## config.mk

```make
export PLATFORM = sky130hd
export DESIGN_NAME = stsum_alu
export DESIGN_NICKNAME = d
export VERILOG_FILES = /design/src/sv/stsum_pkg.sv /design/src/sv/stsum_alu.sv
export SDC_FILE = /design/constraint.sdc
export NUM_CORES = 1
export LEC_CHECK = 0
export ABC_AREA = 0
export BUFFER_PORTS_ARGS = -buffer_cell sky130_fd_sc_hd__buf_2
export CORE_MARGIN = 3
export CORE_UTILIZATION = 35
export DETAILED_ROUTE_END_ITERATION = 12
export PLACE_DENSITY = 0.6
export SYNTH_ARGS = -nofsm -noshare
export SYNTH_HDL_FRONTEND = slang
export SYNTH_SLANG_ARGS = --single-unit
```

## constraint.sdc

```tcl
create_clock -name vclk -period 4.77
set_clock_uncertainty 0.15 [all_clocks]
set_input_delay 0.2385 -clock vclk [all_inputs]
set_output_delay 0.2385 -clock vclk [all_outputs]
set_load 0.01 [all_outputs]
```

## src/sv/stsum_pkg.sv

```systemverilog
// Shared types and constants for the segment tree range sum block.
// No dependencies; every other file imports this package.
package stsum_pkg;

  localparam int DATA_W           = 32;
  localparam int IDX_IN_W         = 10;
  localparam int CFG_W            = 11;
  localparam int MAX_ELEMENTS_DEF = 1024;

  localparam logic ACT_SET   = 1'b0;
  localparam logic ACT_QUERY = 1'b1;

  typedef struct packed {
    logic                       action;
    logic [IDX_IN_W-1:0]        first_index;
    logic [IDX_IN_W-1:0]        last_index;
    logic signed [DATA_W-1:0]   new_value;
  } stsum_in_t;

  typedef struct packed {
    logic signed [DATA_W-1:0]   range_sum;
    logic                       bad_index;
  } stsum_out_t;

  typedef enum logic {
    ALU_ADD = 1'b0,
    ALU_SUB = 1'b1
  } alu_op_t;

  typedef enum logic {
    WALK_PATH  = 1'b0,
    WALK_QUERY = 1'b1
  } walk_mode_t;

  typedef struct packed {
    logic       load;
    walk_mode_t mode;
  } walk_cmd_t;

  typedef struct packed {
    logic emit;
    logic last;
  } walk_stat_t;

endpackage

```

## src/sv/stsum_alu.sv

```systemverilog
// Shared 32-bit add/subtract unit of the segment tree block.
// Depends on stsum_pkg.
module stsum_alu (
  input  stsum_pkg::alu_op_t            op,
  input  logic [stsum_pkg::DATA_W-1:0]  a,
  input  logic [stsum_pkg::DATA_W-1:0]  b,
  output logic [stsum_pkg::DATA_W-1:0]  y
);
  import stsum_pkg::*;

  always_comb begin
    case (op)
      ALU_SUB: y = a - b;
      default: y = a + b;
    endcase
  end

endmodule

```

==> flow_summary_export.csv <==
group,metric,value,unit
run_status,outcome,"complete, no violations",
power,ir_worst_vdd,0.000130,V
logic_synthesis,synth.distinct_cells,51,
detailed_routing,routed_wl,6970,microns
placement,gp_congestion,0.894,
timing,worst_slack,0.333,ns
logic_synthesis,synth_seq_area_share,0,%
logic_synthesis,ys_warn_count,0,
global_routing,grt_max_degree,32,
finish,regArea,0,sq um
placement,numPortBuffers,97,
setup_path,crit_type,"input port to primary output",
placement,place_ws,0.239,ns
finish,fin_nets,535,
timing,min_period_over_period,93.0,%
timing,finalMaxSlewViolations,0,
detailed_routing,vias,2806,
detailed_routing,drc,0,
setup_path,crit_path_end_kind,"primary output",
die,dieWidth,88.1,microns
logic_synthesis,synth_top_area_share,17.0,%
timing,tns,0,ns
run,max_cap_violations,0,
logic_synthesis,netlist_area,2360,sq um
finish,stdcell_count,512,
finish,design_area,2920,sq um
logic_synthesis,synthCells,348,
die,initial_utilization,36.7,%
logic_synthesis,syn_avg_cell_area,6.77,sq um
detailed_routing,postRouteAntennaNets,0,
power,p_per_area,198,nW/um^2
setup_path,critPathLaunchType,"input port",
setup_path,arrival,4.05,ns
timing,max_freq,0.225,GHz
finish,area_delta_synth_final,23.9,%
timing,worst_pin_slew,0.856,ns
die,core,6420,sq um
logic_synthesis,synthesis.nets,446,
finish,flops_and_latches,0,
power,leakage,1.32,nW
timing,max-slew-margin-rel,42.2,%
logic_synthesis,ys_top_cells_by_area,"ha_1 (17%), xnor2_1 (16%), a21oi_1 (9.6%)",
finish,drive_gt1_share,26.2,%
logic_synthesis,yosysTopAreaCell,"ha_1",
detailed_routing,viasPerCell,5.48,
finish,fillerInstances,712,
global_routing,grt_first_pass_wirelength,11000,microns
die,die_h,88.1,microns
detailed_routing,wl_per_cell,13.6,microns
finish,final_common_cell,"buf_2",
timing,fin_hold_ws,0.733,ns
setup_path,cp_max_fo,7,
clocking,cts_setup_buffers,0,
detailed_routing,drtPass1Iterations,6,
timing,hold_viol_final,0,
timing,rsz0062_at_grt,"false",
detailed_routing,drt-initial-drc-count,116,
placement,dp.cells,512,
finish,final_cell_mix,"buf_2 (97), a21oi_1 (45), xnor2_1 (42)",
global_routing,antenna_found_initial,0,
finish,clockBufferCount,0,
finish,antenna_cells,0,
finish,multi_input_area,2270,sq um
placement,hpwl,6120,microns
placement,placed_cell_area,2900,sq um
setup_path,required,4.38,ns
global_routing,grt_pass1_vias,2481,
finish,final_util,45.5,%
die,dieArea,7760,sq um
global_routing,grt_usage,17.0,%
worst_hold_path,hold_path.class,"input port to primary output",
timing,period_minus_slack,4.44,ns
timing,setup-violations-final,0,
global_routing,grt_overflow,0,
die,rows,29,
power,power,578,uW
die,ioPinCount,97,
## repair_timing
item / 4_1_cts / 5_1_grt
gates resized for setup: 0 / 3
hold buffers: 0 / 0
setup endpoints to repair: 0 / 3
## cell families (layout without fill, tap and decap cells)
family / count (synthesis) / count (layout) / synth area share [%]
and+or+nand+nor: 124 / 124 / 27.2
AOI/OAI and AO/OA: 105 / 105 / 28.0
adders and majority gates: 33 / 33 / 17.8
xor gates and xnor gates: 58 / 58 / 21.9
muxes: 2 / 2 / 0.902
buffers and inverters: 26 / 113 / 4.25
## path summary, 6_finish.rpt
path / from / to / depth (start not counted)
setup / recovery: b[5] / y[25] / 16
hold / removal: a[1] / y[1] / 3
## Yosys cell counts, types with 2 or more instances
master / instances
o21bai_1: 6
nand4_1: 5
a211oi_1: 2
nor3_1: 17
or3_1: 4
clkbuf_1: 8
a21oi_1: 45
nor2b_1: 5
o211ai_1: 3
and3_1: 5
ha_1: 32
nor4_1: 4
o21a_1: 5
nor4b_1: 2
o2bb2ai_1: 2
or4_1: 2
nand2_1: 24
a21o_1: 7
xnor2_1: 42
a31oi_1: 7
nor2_1: 38
nand3_1: 9
o21ai_0: 17
xor2_1: 15
inv_1: 15
a311oi_1: 2
## where the power goes
group / internal, mW / switching (mW)
Sequential: 0 / 0
Combinational: 0.251 / 0.327
Clock: 0 / 0
Total: 0.251 / 0.327
## routing by layer
metal	vias up	track usage (%)	part of all wire [%]
li1	1454	-	-
met1	1253	24.2	47
met2	93	28.5	45
met3	6	2.16	7.0
met4	0	1.10	0.65
met5	-	0	0
## final cells by class
class,count,area share [%]
tap,77,3.30
timing repair buffer,98,16.9
multi-input combinational,322,77.9
inverter,15,1.93
## critical path, cell delays in order
cell	delay (ns)
buf_2	0.12
or4_4	0.57
or3_4	0.36
nor2_2	0.10
nand2_1	0.09
nor3_2	0.20
a21oi_1	0.12
xnor2_1	0.16
ha_1	0.41
nand3_1	0.14
or3_1	0.40
o21ai_2	0.30
a311oi_2	0.23
o31ai_1	0.31
xor2_1	0.17
buf_2	0.14
No activity file was read; power rests on OpenSTA's default activity.
