<file path="config.mk">
export PLATFORM = sky130hd
export DESIGN_NAME = stsum_walk
export DESIGN_NICKNAME = d
export VERILOG_FILES = /design/src/sv/stsum_pkg.sv /design/src/sv/stsum_walk.sv
export SDC_FILE = /design/constraint.sdc
export NUM_CORES = 1
export LEC_CHECK = 0
export BUFFER_PORTS_ARGS = -buffer_cell sky130_fd_sc_hd__buf_4
export CAP_MARGIN = 20
export CORE_AREA = 4 4 114 116
export DETAILED_ROUTE_END_ITERATION = 10
export DIE_AREA = 0 0 118 120
export GPL_TIMING_DRIVEN = 0
export PLACE_DENSITY_LB_ADDON = 0.1
export SKIP_LAST_GASP = 1
export SYNTH_ARGS = -nofsm -noshare
export SYNTH_HDL_FRONTEND = slang
export SYNTH_SLANG_ARGS = --single-unit
</file>
<file path="constraint.sdc">
create_clock -name clk -period 11.1 [get_ports clk]
set_input_delay 0 -clock clk [delete_from_list [all_inputs] [get_ports clk]]
set_output_delay 0 -clock clk [all_outputs]
set_load 0.05 [all_outputs]
</file>
<file path="src/sv/stsum_pkg.sv">
// Shared types and constants for the segment tree range sum block.
// No dependencies; every other file imports this package.
package stsum_pkg;

  localparam int DATA_W           = 32;
  localparam int IDX_IN_W         = 10;
  localparam int CFG_W            = 11;
  localparam int MAX_ELEMENTS_DEF = 1024;

  localparam logic ACT_SET   = 1'b0;
  localparam logic ACT_QUERY = 1'b1;

  typedef struct packed {
    logic                       action;
    logic [IDX_IN_W-1:0]        first_index;
    logic [IDX_IN_W-1:0]        last_index;
    logic signed [DATA_W-1:0]   new_value;
  } stsum_in_t;

  typedef struct packed {
    logic signed [DATA_W-1:0]   range_sum;
    logic                       bad_index;
  } stsum_out_t;

  typedef enum logic {
    ALU_ADD = 1'b0,
    ALU_SUB = 1'b1
  } alu_op_t;

  typedef enum logic {
    WALK_PATH  = 1'b0,
    WALK_QUERY = 1'b1
  } walk_mode_t;

  typedef struct packed {
    logic       load;
    walk_mode_t mode;
  } walk_cmd_t;

  typedef struct packed {
    logic emit;
    logic last;
  } walk_stat_t;

endpackage

</file>
<file path="src/sv/stsum_walk.sv">
// Tree index sequencer: one node range per cycle, leaf path or range cover.
// Depends on stsum_pkg.
module stsum_walk #(
  parameter int MAX_ELEMENTS = stsum_pkg::MAX_ELEMENTS_DEF,
  localparam int LH_W = $clog2(MAX_ELEMENTS),
  localparam int K_W  = LH_W + 1
) (
  input  logic                   clk,
  input  logic                   rst_n,
  input  stsum_pkg::walk_cmd_t   cmd,
  input  logic [LH_W-1:0]        ql,
  input  logic [LH_W-1:0]        qr,
  input  logic [LH_W-1:0]        top_hi,
  output stsum_pkg::walk_stat_t  stat,
  output logic [K_W-1:0]         node
);
  import stsum_pkg::*;

  typedef enum logic [4:0] {
    W_IDLE  = 5'b00001,
    W_PATH  = 5'b00010,
    W_DESC  = 5'b00100,
    W_LEFT  = 5'b01000,
    W_RIGHT = 5'b10000
  } walk_ph_t;

  walk_ph_t        ph_r, ph_nxt;
  logic [LH_W-1:0] lo_r, lo_nxt, hi_r, hi_nxt;
  logic [K_W-1:0]  k_r, k_nxt;
  logic [LH_W-1:0] sv_lo_r, sv_lo_nxt, sv_hi_r, sv_hi_nxt;
  logic [K_W-1:0]  sv_k_r, sv_k_nxt;
  logic [LH_W-1:0] ql_r, ql_nxt, qr_r, qr_nxt;

  logic [LH_W-1:0] mid;
  logic [K_W-1:0]  kl, kr;

  assign mid = lo_r + ((hi_r - lo_r) >> 1);
  assign kl  = {k_r[K_W-2:0], 1'b1};
  assign kr  = kl + K_W'(1);

  always_comb begin
    ph_nxt    = ph_r;
    lo_nxt    = lo_r;
    hi_nxt    = hi_r;
    k_nxt     = k_r;
    sv_lo_nxt = sv_lo_r;
    sv_hi_nxt = sv_hi_r;
    sv_k_nxt  = sv_k_r;
    ql_nxt    = ql_r;
    qr_nxt    = qr_r;
    stat      = '0;
    node      = k_r;
    case (ph_r)
      W_PATH: begin
        stat.emit = 1'b1;
        if (lo_r >= hi_r) begin
          stat.last = 1'b1;
          ph_nxt    = W_IDLE;
        end else if (qr_r <= mid) begin
          hi_nxt = mid;
          k_nxt  = kl;
        end else begin
          lo_nxt = mid + LH_W'(1);
          k_nxt  = kr;
        end
      end
      W_DESC: begin
        if (ql_r <= lo_r && qr_r >= hi_r) begin
          stat.emit = 1'b1;
          stat.last = 1'b1;
          ph_nxt    = W_IDLE;
        end else if (qr_r <= mid) begin
          hi_nxt = mid;
          k_nxt  = kl;
        end else if (ql_r > mid) begin
          lo_nxt = mid + LH_W'(1);
          k_nxt  = kr;
        end else begin
          // split node: park the right child, walk the left boundary first
          sv_lo_nxt = mid + LH_W'(1);
          sv_hi_nxt = hi_r;
          sv_k_nxt  = kr;
          hi_nxt    = mid;
          k_nxt     = kl;
          ph_nxt    = W_LEFT;
        end
      end
      W_LEFT: begin
        if (ql_r <= lo_r) begin
          stat.emit = 1'b1;
          lo_nxt    = sv_lo_r;
          hi_nxt    = sv_hi_r;
          k_nxt     = sv_k_r;
          ph_nxt    = W_RIGHT;
        end else if (ql_r <= mid) begin
          stat.emit = 1'b1;
          node      = kr;
          hi_nxt    = mid;
          k_nxt     = kl;
        end else begin
          lo_nxt = mid + LH_W'(1);
          k_nxt  = kr;
        end
      end
      W_RIGHT: begin
        if (qr_r >= hi_r) begin
          stat.emit = 1'b1;
          stat.last = 1'b1;
          ph_nxt    = W_IDLE;
        end else if (qr_r > mid) begin
          stat.emit = 1'b1;
          node      = kl;
          lo_nxt    = mid + LH_W'(1);
          k_nxt     = kr;
        end else begin
          hi_nxt = mid;
          k_nxt  = kl;
        end
      end
      default: ;
    endcase
    if (cmd.load) begin
      lo_nxt = '0;
      hi_nxt = top_hi;
      k_nxt  = '0;
      ql_nxt = ql;
      qr_nxt = qr;
      ph_nxt = (cmd.mode == WALK_PATH) ? W_PATH : W_DESC;
    end
  end

  always_ff @(posedge clk) begin
    if (!rst_n) begin
      ph_r <= W_IDLE;
    end else begin
      ph_r <= ph_nxt;
    end
    lo_r    <= lo_nxt;
    hi_r    <= hi_nxt;
    k_r     <= k_nxt;
    sv_lo_r <= sv_lo_nxt;
    sv_hi_r <= sv_hi_nxt;
    sv_k_r  <= sv_k_nxt;
    ql_r    <= ql_nxt;
    qr_r    <= qr_nxt;
  end

endmodule
</file>
==> impl_metrics.yaml, run 1 <==
layout:
  drive_gt1_share_pct: 11.2
  diodes: 0
  nNetsFinal: 850
  final_cell_area_um2: 7140
  finalNonFillerCells: 903
  area_growth_pct: 20.8
detailed_routing:
  dr.pass1.iters: 5
  drtAntennaViolNets: 0
  dr.first_iter.drc_count: 433
  wl_per_cell_um: 19.1
  num_vias: 5401
  drc: 0
  via_per_inst: 5.98
  drt_wl_total_um: 17200
logic_synthesis:
  synth_top_area_share_pct: 30.5
  synth-seq-cells: 86
  yosysTopAreaCell: "edfxtp_1"
  yosys_warnings: 0
  synthFlopType: "edfxtp_1"
  synth_area_um2: 5910
  yosys.cell_types.count: 63
  synth_fp_nets: 756
  synth-async-reset-ratio_pct: 0
  netlist_instances: 657
  yosysSeqAreaShare_pct: 39.3
  synth_area_per_cell_um2: 8.99
  synth-edff-count: 60
  synth.area.top_cells: "edfxtp_1 (31%), ha_1 (13%), dfxtp_1 (8.8%)"
timing:
  hold_violations: 0
  holdWs_ns: 0.0359
  rsz0062_at_grt: "false"
  final.period_utilization_pct: 59.8
  worst_pin_slew_ns: 0.995
  skew_ns: 0.0118
  drv_slew: 0
  period_needed_ns: 6.64
  worst_slack_ns: 4.46
  timing.fmax_ghz: 0.151
  setup-tns-final_ns: 0
  setup_viol: 0
  slew_headroom_pct: 33.2
grt:
  track_usage_pct: 24.4
  grt_pass1_wl_um: 27000
  grt_max_degree: 22
  first_global_vias: 5124
  grt_overflow_total: 0
  antenna_found_initial: 0
die:
  die_h_um: 120
  start_util_pct: 49.6
  core_area_um2: 11900
  die-area_um2: 14200
  die_w_um: 118
  pin_count: 47
  rows: 40
cts:
  cts_root_buf: "clkbuf_16"
  clk-insertion-delay-late_ns: 0.35
  cts_setup_buffers: 0
  cts_inserted_buffers: 9
  cts_buffer_depth: 2
  cts_tree: "built"
  clock_sinks: 86
  clk_pin_slew_ns: 0.07
  htreeDepth: 3
setup_path:
  crit_fanout: 10
  critPathLaunchType: "register"
  crit_required_ns: 11.10
  crit_path_end_kind: "output pin"
  worstSetupPathType: "reg2out"
  worstPathArrival_ns: 6.64
placement:
  post-place-ws_ns: 4.67
  placed_area_um2: 6470
  dpl.cell_count: 853
  gp_congestion: 0.895
  io_buffers: 46
  dp_hpwl_um: 12800
pwr:
  leakage_uw: 0.00282
  p_per_area_nw_per_um2: 260
  ir_drop_v: 0.000156
run_status:
  status: "finished clean"
run:
  max-cap-violations: 0
min_path:
  hp-class: "in2reg"
cell families (layout without fill, tap and decap cells):
| logic type | Yosys count | in the layout | synth area share [%] |
|---|---|---|---|
| flip-flops | 86 | 86 | 39.3 |
| adder cells (fa/ha/maj) | 65 | 65 | 14.0 |
| buffers and inverters | 75 | 174 | 4.92 |
| AND/OR/NAND/NOR | 227 | 227 | 17.5 |
| AO/OA/AOI/OAI | 173 | 173 | 19.6 |
| multiplexers | 1 | 1 | 0.191 |
| XOR/XNOR | 30 | 30 | 4.45 |
worst max-delay path, cell delays in order (launching register included):
cell	delay (ns)
dfxtp_1	0.46
inv_1	0.15
ha_1	0.32
nor2b_1	0.13
o21ai_0	0.21
a21boi_0	0.15
o21ai_0	0.26
nand2_1	0.10
xor2_1	0.15
ha_1	0.27
clkbuf_1	0.18
a31oi_1	0.39
a31oi_1	0.18
xnor2_1	0.80
ha_1	0.42
a21oi_1	0.16
a2bb2oi_1	0.19
o2111ai_1	0.11
and2_1	0.18
buf_4	0.17
inv_2	0.08
clkbuf_1	0.40
nor2_1	0.09
or4_1	0.55
buf_4	0.21
worst paths after layout:
kind,startpoint,cells after the start,slack (ns),end
worst max-delay path,lo_r[1],24,4.46,stat[1]
worst min-delay path,top_hi[3],3,0.04,hi_r[3]
worst max register to register,lo_r[1],24,4.60,sv_k_r[7]
worst min register to register,lo_r[5],2,0.50,lo_r[5]
flip-flops by register name, summed over array words and instances, names as in the netlist:
register,flops
sv_k_r,10
ph_r,5
ql_r,10
hi_r,10
k_r,11
sv_hi_r,10
sv_lo_r,10
qr_r,10
lo_r,10
placed cells by master, fill, tap and decap left out, types with 10 or more instances in the layout:
cell	count
nor2_1	75
nand2_1	70
ha_1	63
edfxtp_1	60
inv_1	49
buf_4	49
o21ai_0	44
a21oi_1	37
dlygate4sd3_1	32
dfxtp_1	26
nand3_1	24
xnor2_1	24
clkbuf_1	18
a311oi_1	11
a211oi_1	10
cell type report:
class	instances	area (um^2)
buffer	25	103
clock buffer	9	225
clock inverter	7	103
fill	1055	4770
inverter	50	188
multi-input combinational	496	3300
sequential	86	2320
tap	147	184
timing repair buffer	83	714
what timing repair did:
action,in CTS,in global routing
setup endpoints to repair,0,0
hold buffers,32,0
gates resized for setup,0,0
hold endpoints to repair,34,0
power breakdown:
part	internal (uW)	switching (uW)	total [uW]
registers	408	34.9	442
clock network	201	139	339
logic	404	670	1070
stage by stage:
stage          total power, uW  util (%)
2_1_floorplan             1170         -
3_3_place_gp              1430      54.0
3_5_place_dp              1470      54.3
4_1_cts                   1830      59.8
5_1_grt                   2000      59.9
6_report                  1860      59.9
synth_stat cells (3+ instances only):
cell	count
a211oi_1	10
a21boi_0	4
a21o_1	5
a21oi_1	37
a221oi_1	3
a22oi_1	9
a311oi_1	11
a31oi_1	8
and2_1	4
and3_1	8
buf_2	4
clkbuf_1	18
dfxtp_1	26
edfxtp_1	60
ha_1	63
inv_1	49
nand2_1	70
nand2b_1	6
nand3_1	24
nand4_1	5
nor2_1	75
nor2b_1	3
nor3_1	10
nor4_1	5
o2111ai_1	3
o211ai_1	6
o21a_1	4
o21ai_0	44
o22ai_1	4
o31ai_1	4
or3_1	8
xnor2_1	24
xor2_1	6
metal layers:
layer / track usage, % / vias to the layer above / share of wire (%)
met3: 4.57 / 33 / 5.5
met1: 31.4 / 2574 / 44
li1: - / 2597 / -
met4: 9.45 / 0 / 3.3
met5: 0 / - / 0
met2: 40.7 / 197 / 48
(Power assumes the default switching activity.)
==> inputs of run 2 (changes only) <==
ABC_AREA = 1   (was unset)
CORE_AREA = 4 4 122 124   (was 4 4 114 116)
DIE_AREA = 0 0 126 128   (was 0 0 118 120)
clock period = 6.1 ns   (was 11.1 ns; I/O delays follow)
==> run 2 against run 1 <==
  * Die area rose by 14%
  * Clock power rose by 57%
  * Via count is 18% higher
  * Non-clock buffer count down 6
  * Total power is 150% higher
  * Critical path type unchanged
==> impl_metrics.yaml, run 2 <==
pwr:
  leakage_uw: 0.00386
  ir_drop_v: 0.000254
  totalPowerFinal_uw: 4630
  p_per_area_nw_per_um2: 577
setup_path:
  critPathLaunchType: "register"
  crit_fanout: 10
  r2r_slack_ns: 0.55
  slowest_delay_ns: 0.41
  crit_slowest_cell: "dfxtp_1"
  crit_path_end_kind: "output pin"
  crit_required_ns: 6.10
  critPathTopFamily: "simple AND/OR/NAND/NOR gates"
  critPathMostFrequentCell: "nand2_1"
  path_buf_inv: 5
  worstPathArrival_ns: 5.59
  worstSetupPathType: "reg2out"
timing:
  worst_slack_ns: 0.508
  holdWs_ns: 0.0452
  period_needed_ns: 5.59
  skew_ns: 0.00917
  drv_slew: 0
  timing.fmax_ghz: 0.179
  setup-tns-final_ns: 0
  worst_pin_slew_ns: 0.781
  slew_headroom_pct: 48.0
  final.period_utilization_pct: 91.7
  rsz0062_at_grt: "false"
  setup_viol: 0
  hold_violations: 0
logic_synthesis:
  synth-edff-count: 60
  synth_commonest_cells: "nand2_1 (260), inv_1 (129), nor2_1 (83)"
  synth-seq-cells: 86
  synthFlopType: "edfxtp_1"
  synth.area.top_cells: "edfxtp_1 (27%), nand2_1 (14%), ha_1 (12%)"
  synth.most_common_cell: "nand2_1"
  synth_area_per_cell_um2: 7.30
  yosysSeqAreaShare_pct: 34.2
  synth_area_um2: 6800
  netlist_instances: 931
  synth-async-reset-ratio_pct: 0
  yosysTopAreaCell: "edfxtp_1"
  synth_fp_nets: 1030
  synth_top_area_share_pct: 26.5
  yosys_warnings: 0
  yosys.cell_types.count: 45
placement:
  dp_hpwl_um: 14300
  post-place-ws_ns: 0.248
  io_buffers: 46
  gp_congestion: 0.929
  dpl.cell_count: 1158
min_path:
  hp-class: "in2reg"
die:
  start_util_pct: 49.3
  rows: 43
  pin_count: 47
  die-area_um2: 16100
  die_h_um: 128
  die_w_um: 126
  core_area_um2: 13800
layout:
  finalNonFillerCells: 1206
  diodes: 0
  top_register: "k_r"
  final_common_cell: "nand2_1"
  area_growth_pct: 18.0
  seqCellArea_um2: 2320
  largest_reg_flops: 11
  drive_gt1_share_pct: 11.1
  fillers: 1342
  multi_input_area_um2: 3840
  layout_common_cells: "nand2_1 (260), inv_1 (129), nor2_1 (83), o21ai_0 (66), ha_1 (63)"
  nNetsFinal: 1120
detailed_routing:
  drt_wl_total_um: 18700
  num_vias: 6362
  drtAntennaViolNets: 0
  dr.first_iter.drc_count: 571
  drc: 0
  dr.pass1.iters: 5
  wl_per_cell_um: 15.5
  via_per_inst: 5.28
grt:
  grt_overflow_total: 0
  antenna_found_initial: 0
  track_usage_pct: 24.2
  grt_pass1_wl_um: 31100
  first_global_vias: 6125
  grt_max_degree: 23
cts:
  clk_pin_slew_ns: 0.07
  cts_root_buf: "clkbuf_16"
  clock_sinks: 86
  clk-insertion-delay-late_ns: 0.36
  cts_inserted_buffers: 9
  cts_buffer_depth: 2
  htreeDepth: 3
  cts_tree: "built"
run:
  max-cap-violations: 0
run_status:
  status: "finished clean"
run 2: cell count changes after synthesis, moves of 13 or more:
cell / delta
a21oi_1: +13
inv_1: +80
nand2_1: +190
nand3_1: +29
o211ai_1: +20
o21ai_0: +22
xnor2_1: -19
run 2: worst paths after layout:
kind / start / cells after the start / to
worst max-delay path: lo_r[4] / 32 / node[3]
worst min-delay path: cmd[1] / 1 / qr_r[9]
worst max register to register: lo_r[4] / 34 / k_r[1]
worst min register to register: lo_r[3] / 2 / lo_r[3]
run 2: through the flow:
stage,util [%],cell area [um^2]
6_report,58.2,8020
5_1_grt,58.2,8020
4_1_cts,58.0,7990
3_5_place_dp,53.8,7410
3_3_place_gp,53.5,7370
2_1_floorplan,-,6800
run 2: cells by family after synthesis:
logic type                 synth area share [%]
AOI/OAI and AO/OA                          13.4
DFF                                        34.2
and+or+nand+nor                            28.8
adders and majority gates                  12.2
xor gates and xnor gates                   1.80
buffers and inverters                      9.70
run 2: worst register-to-register path: cells and delay by family (launching register included):
kind                       cells  cell delay [ns]
AOI/OAI and AO/OA              7             1.02
buffers and inverters          6             0.85
adders and majority gates      4             1.43
xor gates and xnor gates       1             0.15
and+or+nand+nor               16             1.59
DFF                            1             0.41
run 2: what timing repair did:
| action | CTS | global route |
|---|---|---|
| gates resized for setup | 0 | 2 |
| setup buffers | 0 | 1 |
| endpoints found under the hold margin | 34 | 0 |
| setup endpoints to repair | 0 | 28 |
| hold buffers | 31 | 0 |
run 2: metal layers:
metal  wire length (um)  track usage (%)  part of all wire (%)  vias to the layer above
li1                   -                -                     -                     3280
met1               8930             33.8                    48                     2899
met2               8390             38.8                    45                      158
met3               1130             4.25                   6.0                       25
met4                280             7.13                   1.5                        0
met5                  0                0                     0                        -
run 2: layout make-up:
cell class / instances / area share (%)
Multi-Input combinational cell: 686 / 47.8
Sequential cell: 86 / 29.0
Timing Repair Buffer: 79 / 8.77
Inverter: 136 / 6.66
Clock buffer: 9 / 2.81
Tap cell: 180 / 2.81
Buffer: 23 / 1.56
Clock inverter: 7 / 0.608
run 2: power by group:
part	total [uW]	switching, uW	internal (uW)
Clock	531	254	277
Sequential	870	89.5	780
Combinational	3230	2140	1090
Total	4630	2480	2150
